File: src/sv/qbef_pkg.sv
`default_nettype none
package qbef_pkg;

  localparam int COUNT_WIDTH = 24;
  localparam int FIX_W       = 24;
  localparam int CNT_EXT_W   = 32;
  localparam int CQ_AW       = 1;
  localparam int CQ_DEPTH    = 1 << CQ_AW;

  localparam logic [FIX_W-1:0] FIX_MAX = '1;

  localparam logic [7:0] CH_HASH   = 8'h23;
  localparam logic [7:0] CH_NL     = 8'h0A;
  localparam logic [7:0] CH_DQUOTE = 8'h22;
  localparam logic [7:0] CH_SQUOTE = 8'h27;
  localparam logic [7:0] CH_BSLASH = 8'h5C;
  localparam logic [7:0] CH_ZERO   = 8'h30;
  localparam logic [7:0] CH_NINE   = 8'h39;
  localparam logic [7:0] CH_LX     = 8'h78;
  localparam logic [7:0] CH_UX     = 8'h58;
  localparam logic [7:0] CH_LU     = 8'h75;
  localparam logic [7:0] CH_UU     = 8'h55;

  typedef struct packed {
    logic [7:0] in_byte;
    logic       in_last;
  } in_beat_t;

  typedef struct packed {
    logic [7:0]       out_byte;
    logic             out_last;
    logic [FIX_W-1:0] fix_total;
  } out_beat_t;

  // one classified input beat: nbs leading backslashes, then data
  typedef struct packed {
    logic [1:0]       nbs;
    logic [7:0]       data;
    logic             last;
    logic [FIX_W-1:0] total;
  } cmd_t;

  typedef struct packed {
    logic push;
    cmd_t cmd;
  } cq_wr_t;

  typedef struct packed {
    logic valid;
    cmd_t cmd;
  } cq_rd_t;

endpackage
`default_nettype wire

File: src/sv/qbef_front.sv
`default_nettype none
module qbef_front import qbef_pkg::*; (
  input  wire logic     clk,
  input  wire logic     rst_n,
  input  wire logic     in_push,
  input  wire in_beat_t in_beat,
  input  wire logic     cq_full,
  output cq_wr_t        wr
);

  typedef enum logic [2:0] {
    MODE_PLAIN   = 3'b001,
    MODE_COMMENT = 3'b010,
    MODE_STRING  = 3'b100
  } mode_t;

  mode_t                  mode_r, mode_nxt;
  logic                   quote_single_r, quote_single_nxt;
  logic                   held_r, held_nxt;
  logic [COUNT_WIDTH-1:0] cnt_r, cnt_nxt;

  function automatic logic is_fix_lead(input logic [7:0] c);
    is_fix_lead = (c >= CH_ZERO && c <= CH_NINE) || c == CH_LX || c == CH_UX ||
                  c == CH_LU || c == CH_UU;
  endfunction

  always_comb begin
    logic [7:0]             c;
    logic [7:0]             q;
    logic                   acc;
    logic [COUNT_WIDTH-1:0] cnt_upd;
    logic [CNT_EXT_W-1:0]   cnt_ext;
    c                = in_beat.in_byte;
    q                = quote_single_r ? CH_SQUOTE : CH_DQUOTE;
    acc              = in_push && !cq_full;
    mode_nxt         = mode_r;
    quote_single_nxt = quote_single_r;
    held_nxt         = held_r;
    cnt_upd          = cnt_r;
    wr.push          = 1'b0;
    wr.cmd.nbs       = 2'd0;
    wr.cmd.data      = c;
    wr.cmd.last      = in_beat.in_last;
    wr.cmd.total     = '0;
    if (acc) begin
      if (held_r) begin
        held_nxt = 1'b0;
        wr.push  = 1'b1;
        if (is_fix_lead(c)) begin
          wr.cmd.nbs = 2'd2;
          if (cnt_r != '1) begin
            cnt_upd = cnt_r + 1'b1;
          end
        end else begin
          wr.cmd.nbs = 2'd1;
        end
      end else begin
        case (mode_r)
          MODE_COMMENT: begin
            wr.push = 1'b1;
            if (c == CH_NL) begin
              mode_nxt = MODE_PLAIN;
            end
          end
          MODE_STRING: begin
            if (c == q) begin
              wr.push  = 1'b1;
              mode_nxt = MODE_PLAIN;
            end else if (c == CH_BSLASH && !in_beat.in_last) begin
              held_nxt = 1'b1;
            end else begin
              wr.push = 1'b1;
            end
          end
          default: begin
            wr.push = 1'b1;
            if (c == CH_HASH) begin
              mode_nxt = MODE_COMMENT;
            end else if (c == CH_DQUOTE || c == CH_SQUOTE) begin
              mode_nxt         = MODE_STRING;
              quote_single_nxt = (c == CH_SQUOTE);
            end
          end
        endcase
      end
    end
    cnt_ext = CNT_EXT_W'(cnt_upd);
    cnt_nxt = cnt_upd;
    if (acc && in_beat.in_last) begin
      wr.cmd.total     = (cnt_ext > CNT_EXT_W'(FIX_MAX)) ? FIX_MAX : cnt_ext[FIX_W-1:0];
      mode_nxt         = MODE_PLAIN;
      quote_single_nxt = 1'b0;
      held_nxt         = 1'b0;
      cnt_nxt          = '0;
    end
  end

  always_ff @(posedge clk) begin
    if (!rst_n) begin
      mode_r         <= MODE_PLAIN;
      quote_single_r <= 1'b0;
      held_r         <= 1'b0;
      cnt_r          <= '0;
    end else begin
      mode_r         <= mode_nxt;
      quote_single_r <= quote_single_nxt;
      held_r         <= held_nxt;
      cnt_r          <= cnt_nxt;
    end
  end

endmodule
`default_nettype wire

File: src/sv/qbef_cmd_fifo.sv
`default_nettype none
module qbef_cmd_fifo import qbef_pkg::*; (
  input  wire logic   clk,
  input  wire logic   rst_n,
  input  wire cq_wr_t wr,
  output logic        full,
  input  wire logic   pop,
  output cq_rd_t      rd
);

  cmd_t             mem_r [CQ_DEPTH];
  logic [CQ_AW-1:0] wptr_r, wptr_nxt;
  logic [CQ_AW-1:0] rptr_r, rptr_nxt;
  logic [CQ_AW:0]   cnt_r, cnt_nxt;
  logic             do_push, do_pop;

  assign full     = (cnt_r == (CQ_AW + 1)'(CQ_DEPTH));
  assign rd.valid = (cnt_r != '0);
  assign rd.cmd   = mem_r[rptr_r];
  assign do_push  = wr.push && !full;
  assign do_pop   = pop && rd.valid;

  always_comb begin
    wptr_nxt = do_push ? wptr_r + 1'b1 : wptr_r;
    rptr_nxt = do_pop ? rptr_r + 1'b1 : rptr_r;
    cnt_nxt  = cnt_r;
    if (do_push && !do_pop) begin
      cnt_nxt = cnt_r + 1'b1;
    end else if (do_pop && !do_push) begin
      cnt_nxt = cnt_r - 1'b1;
    end
  end

  always_ff @(posedge clk) begin
    if (do_push) begin
      mem_r[wptr_r] <= wr.cmd;
    end
  end

  always_ff @(posedge clk) begin
    if (!rst_n) begin
      wptr_r <= '0;
      rptr_r <= '0;
      cnt_r  <= '0;
    end else begin
      wptr_r <= wptr_nxt;
      rptr_r <= rptr_nxt;
      cnt_r  <= cnt_nxt;
    end
  end

endmodule
`default_nettype wire

File: src/sv/qbef_back.sv
`default_nettype none
module qbef_back import qbef_pkg::*; (
  input  wire logic   clk,
  input  wire logic   rst_n,
  input  wire cq_rd_t rd,
  output logic        cq_pop,
  input  wire logic   out_pop,
  output logic        out_empty,
  output out_beat_t   out_beat
);

  logic      out_valid_r, out_valid_nxt;
  out_beat_t out_beat_r;
  logic [1:0] idx_r, idx_nxt;
  logic      load;
  logic      at_data;
  out_beat_t beat_nxt;

  assign load      = rd.valid && (!out_valid_r || out_pop);
  assign at_data   = (idx_r == rd.cmd.nbs);
  assign cq_pop    = load && at_data;
  assign out_empty = !out_valid_r;
  assign out_beat  = out_beat_r;

  always_comb begin
    beat_nxt.out_byte  = at_data ? rd.cmd.data : CH_BSLASH;
    beat_nxt.out_last  = at_data && rd.cmd.last;
    beat_nxt.fix_total = (at_data && rd.cmd.last) ? rd.cmd.total : '0;
    idx_nxt            = idx_r;
    if (load) begin
      idx_nxt = at_data ? 2'd0 : idx_r + 2'd1;
    end
    out_valid_nxt = out_valid_r;
    if (load) begin
      out_valid_nxt = 1'b1;
    end else if (out_pop) begin
      out_valid_nxt = 1'b0;
    end
  end

  always_ff @(posedge clk) begin
    if (load) begin
      out_beat_r <= beat_nxt;
    end
  end

  always_ff @(posedge clk) begin
    if (!rst_n) begin
      out_valid_r <= 1'b0;
      idx_r       <= 2'd0;
    end else begin
      out_valid_r <= out_valid_nxt;
      idx_r       <= idx_nxt;
    end
  end

endmodule
`default_nettype wire

File: src/sv/quoted_backslash_escape_fixer_unit.sv
// each pushed command goes through the command queue into the output register
// throughput: one in beat per cycle while in_full is low; the out side gives one
// byte per cycle while popped, so a beat expanding into two or three bytes holds
// the back end; the command queue between front and back is two entries deep
// reset: synchronous active-low rst_n clears lexer state, fix count,
// queue and output valid flag
`default_nettype none
module quoted_backslash_escape_fixer_unit import qbef_pkg::*; (
  input  wire logic     clk,
  input  wire logic     rst_n,
  input  wire logic     in_push,
  output logic          in_full,
  input  wire in_beat_t in_beat,
  input  wire logic     out_pop,
  output logic          out_empty,
  output out_beat_t     out_beat
);

  cq_wr_t wr;
  cq_rd_t rd;
  logic   cq_full;
  logic   cq_pop;

  assign in_full = cq_full;

  qbef_front u_front (
    .clk     (clk),
    .rst_n   (rst_n),
    .in_push (in_push),
    .in_beat (in_beat),
    .cq_full (cq_full),
    .wr      (wr)
  );

  qbef_cmd_fifo u_fifo (
    .clk   (clk),
    .rst_n (rst_n),
    .wr    (wr),
    .full  (cq_full),
    .pop   (cq_pop),
    .rd    (rd)
  );

  qbef_back u_back (
    .clk       (clk),
    .rst_n     (rst_n),
    .rd        (rd),
    .cq_pop    (cq_pop),
    .out_pop   (out_pop),
    .out_empty (out_empty),
    .out_beat  (out_beat)
  );

endmodule
`default_nettype wire

File: config.mk
export PLATFORM = sky130hd
export DESIGN_NAME = quoted_backslash_escape_fixer_unit
export DESIGN_NICKNAME = d
export VERILOG_FILES = /design/src/sv/qbef_pkg.sv /design/src/sv/qbef_front.sv /design/src/sv/qbef_cmd_fifo.sv /design/src/sv/qbef_back.sv /design/src/sv/quoted_backslash_escape_fixer_unit.sv
export SDC_FILE = /design/constraint.sdc
export NUM_CORES = 1
export LEC_CHECK = 0
export ABC_AREA = 1
export BUFFER_PORTS_ARGS = -buffer_cell sky130_fd_sc_hd__clkbuf_2
export CAP_MARGIN = 10
export CORE_ASPECT_RATIO = 0.8
export CORE_MARGIN = 4
export CORE_UTILIZATION = 61
export DETAILED_ROUTE_END_ITERATION = 8
export PLACE_DENSITY_LB_ADDON = 0.1
export SYNTH_ARGS = -nofsm -noshare
export SYNTH_HDL_FRONTEND = slang
export SYNTH_SLANG_ARGS = --single-unit
export TNS_END_PERCENT = 20
File: constraint.sdc
create_clock -name clk -period 7.7 [get_ports clk]
set_clock_uncertainty 0.2 [all_clocks]
set_input_delay 0 -clock clk [delete_from_list [all_inputs] [get_ports clk]]
set_output_delay 0 -clock clk [all_outputs]
set_load 0.005 [all_outputs]
==> results.txt <==
- The run finished with clean final reports.
- Post-CTS repair changed the size of 0 cells.
- DR DRC count: 0
- The number of hold violations in the final report was 0.
* CTS tree: built
* Post-CTS setup-driven buffer insertion count: 0
- At the end of routability-driven placement, the weighted congestion stood at 0.866.
- Once routing completed, OpenROAD measured the worst setup slack at 4.62 ns.
- Worst Path Class, Setup: flop to flop
* Buffers added on ports: 47
- In this run, synthesis produced a sequential element count of 140.
* Clock slew at reported path FFs: 0.07 ns
- Max-cap violations in this run came to 0.
* Via total after detailed routing: 4418
- Distinct cell type count after synthesis: 37
* Commonest non-fill, non-tap cell in the layout: sky130_fd_sc_hd__nand2_1
- Layout area overhead: 17.8%
- Die Outline Area: 11300 um^2
* Die width: 118 um
- Averaged over all synthesized cells, the footprint is 9.99 um^2.
- Total power density per cell area: 335 nW/um^2
- Number of global-route vias before repair: 4044
* Clock buffer count from CTS: 17
* Fin. max-slew vios: 0
- Part of the Yosys area used for sequential elements: 0.648
* Wire length of the first global-routing pass: 20200 um
- Static power due to leakage: 2.81 nW
- Endpoint type of the worst setup path: flop
- The clock net in this run drives a total of 140 sinks.
* Unrepaired setup endpoints after global routing: false
- Total iterations of the first detailed-routing run: 5
- Of all nets on the critical path, the largest fanout is 36.
- Portion of the clock cycle consumed by the worst path in the final layout: 0.400
- The die is 96.1 um tall.
- The Yosys step of the flow raised 0 warnings.
- CTS built an H-tree with a depth of 4.
- Summed over all layers, the global routing overflow is 0.
- After the first detailed-routing iteration, the DRC count stood at 462.
- Max-slew headroom at the worst pin: 0.267
- In this run the clock root is driven by a sky130_fd_sc_hd__clkbuf_16.
* Largest net degree at the start of global routing: 38
- On the final layout, the worst hold slack is 0.207 ns.
- Counting every instance in the synthesized netlist gives 592.
* Share of cells above drive strength 1: 0.158
- Post-cts hold buffer count: 12
* GR Util All Layers: 0.232
* Tightest Hold Check Type: input pin to flop
* Cell row count: 31
- For this design the top-level I/O count stands at 48.
- Using the TritonRoute via totals, the vias-per-cell ratio works out to 5.62.
- Number of inserted diodes: 0
- The sequential cells in the finished layout cover a total of 3830 um^2.
- Detailed placement ended at an HPWL of 7970 um.
* Placeable Area: 9270 um^2
- Fill cells in the final layout number 609.
* Combined area of the multi-input logic cells: 1790 um^2
- CP Data Required Time: 7.80 ns
* Arrival time at the worst endpoint: 3.18 ns
- Fin nets: 673
* Total wire length: 12500 um
- Final total power: 2.34 mW
- Derived from the worst setup path, the maximum achievable clock frequency is 325 MHz.
* Setup TNS after final layout: 0 ns
- Worst-Margin Slew: 1.10 ns
- Initial core utilization: 0.638
* Number of antenna violations at the first check in global routing: 0
* Worst Setup Slack post-DPL: 4.70 ns
- The number of nets handed over by synthesis was 607.
* Time the final worst path needs with I/O delays and setup: 3.08 ns
* Fraction of the core area covered by cells at the end of the flow: 0.752
- At the later pin of the worst-skew pair, clock insertion delay measures 0.42 ns.
- Setup violations remaining at the end of the flow were counted as 0.
* Routed wire length per instance: 16.0 um
* Maximum clock path buffer count: 2
- The mapped netlist covers 5920 um^2.
- Across the VDD grid, the largest voltage drop is 0.181 mV.
* Remaining antenna violation count: 0
* HP Start: in_beat[8]
* Commonest cells after routing, fill and taps aside: sky130_fd_sc_hd__nand2_1, sky130_fd_sc_hd__edfxtp_1, sky130_fd_sc_hd__nor2_1
- The worst setup path is launched from a flop.
## critical path, cell delays in order, from the launching register on
cell,delay (ns)
sky130_fd_sc_hd__dfxtp_1,0.31
sky130_fd_sc_hd__buf_4,0.34
sky130_fd_sc_hd__inv_2,0.35
sky130_fd_sc_hd__nand2_1,0.18
sky130_fd_sc_hd__nand2_1,0.08
sky130_fd_sc_hd__xor2_1,0.14
sky130_fd_sc_hd__inv_1,0.05
sky130_fd_sc_hd__nand2_1,0.16
sky130_fd_sc_hd__inv_2,0.16
sky130_fd_sc_hd__nand2_1,0.15
sky130_fd_sc_hd__ha_1,0.37
sky130_fd_sc_hd__a21oi_1,0.11
sky130_fd_sc_hd__o21ai_0,0.11
sky130_fd_sc_hd__o21ai_0,0.16
sky130_fd_sc_hd__a21oi_1,0.06
## stage by stage
step,cells,cell area [um^2]
finish,786,6970
global route,786,6970
CTS,786,6970
detailed placement,742,6260
global placement,742,6260
floorplan,592,5920
## layout make-up
cell class                 count  share of cell area
inverter                      61              0.0330
sequential                   140               0.550
clock inverter                14              0.0214
clock buffer                  18              0.0630
multi-input combinational    375               0.256
timing repair buffer          63              0.0553
tap                          115              0.0207
## synthesized netlist by cell type
library cell | count | area, um^2
sky130_fd_sc_hd__nand4_2 | 1 | 12.5
sky130_fd_sc_hd__a211oi_1 | 1 | 7.51
sky130_fd_sc_hd__nor3b_1 | 1 | 7.51
sky130_fd_sc_hd__o21ai_2 | 1 | 8.76
sky130_fd_sc_hd__nand4_1 | 14 | 87.6
sky130_fd_sc_hd__nor2_2 | 3 | 18.8
sky130_fd_sc_hd__nor2_8 | 1 | 20.0
sky130_fd_sc_hd__xnor2_1 | 2 | 17.5
sky130_fd_sc_hd__nor3_2 | 2 | 20.0
sky130_fd_sc_hd__clkinv_2 | 1 | 5.00
sky130_fd_sc_hd__buf_2 | 6 | 30.0
sky130_fd_sc_hd__a21oi_1 | 50 | 250
sky130_fd_sc_hd__inv_2 | 4 | 15.0
sky130_fd_sc_hd__xor2_1 | 4 | 35.0
sky130_fd_sc_hd__or2_1 | 1 | 6.26
sky130_fd_sc_hd__nand3_4 | 1 | 17.5
sky130_fd_sc_hd__dfxtp_1 | 37 | 741
sky130_fd_sc_hd__a21o_1 | 2 | 15.0
sky130_fd_sc_hd__nand3b_1 | 6 | 45.0
sky130_fd_sc_hd__o21bai_1 | 4 | 30.0
sky130_fd_sc_hd__buf_4 | 2 | 15.0
sky130_fd_sc_hd__nand2_2 | 4 | 25.0
sky130_fd_sc_hd__nand3_1 | 33 | 165
sky130_fd_sc_hd__buf_6 | 1 | 11.3
sky130_fd_sc_hd__nor2_1 | 71 | 267
sky130_fd_sc_hd__inv_1 | 56 | 210
sky130_fd_sc_hd__and3_1 | 1 | 6.26
sky130_fd_sc_hd__nand2_4 | 1 | 11.3
sky130_fd_sc_hd__clkbuf_1 | 7 | 26.3
sky130_fd_sc_hd__ha_1 | 2 | 25.0
sky130_fd_sc_hd__o21ai_0 | 11 | 55.1
sky130_fd_sc_hd__nor3_1 | 4 | 20.0
sky130_fd_sc_hd__nand2_1 | 149 | 559
sky130_fd_sc_hd__o21ai_1 | 3 | 15.0
sky130_fd_sc_hd__nor2_4 | 1 | 11.3
sky130_fd_sc_hd__o211a_1 | 1 | 10.0
sky130_fd_sc_hd__edfxtp_1 | 103 | 3090
## kinds of logic after synthesis
family	share of synthesized area
buf+inv	0.0529
compound gates	0.0662
fa+ha+maj	0.00423
simple gates	0.220
xor+xnor	0.00888
flops	0.648
## report_power, final
group | switching, mW | internal (mW)
Combinational | 0.323 | 0.145
Sequential | 0.0463 | 1.02
Clock | 0.338 | 0.464
## sequential cells by signal, summed over array words and instances, names as in the netlist, named ones only
signal	count
u_back.out_beat	33
u_fifo.rptr_r	1
u_front.mode_r	3
u_fifo.cnt_r	2
u_back.idx_r	2
u_fifo.mem_r	70
u_fifo.wptr_r	1
u_front.held_r	1
u_back.out_valid_r	1
u_front.quote_single_r	1
u_front.cnt_r	24
## final timing paths
path / to / slack [ns] / cells after the start
worst min-delay path: u_fifo.mem_r[1][32]$_DFFE_PP_ / 0.21 / 2
worst max-delay path: u_fifo.cnt_r[1]$_SDFFE_PN0P_ / 4.62 / 14
worst max register to register: u_fifo.cnt_r[1]$_SDFFE_PN0P_ / 4.62 / 14
worst min register to register: u_front.mode_r[1]$_SDFFE_PP0P_ / 0.29 / 2
## per-layer routing
| layer | GRT usage | part of all wire | vias to the layer above |
|---|---|---|---|
| li1 | - | - | 2117 |
| met3 | 0.0593 | 0.075 | 13 |
| met4 | 0.0673 | 0.011 | 0 |
| met1 | 0.326 | 0.45 | 2113 |
| met2 | 0.365 | 0.46 | 175 |
| met5 | 0 | 0 | - |
Note: power is estimated with default switching activity, not from simulation.
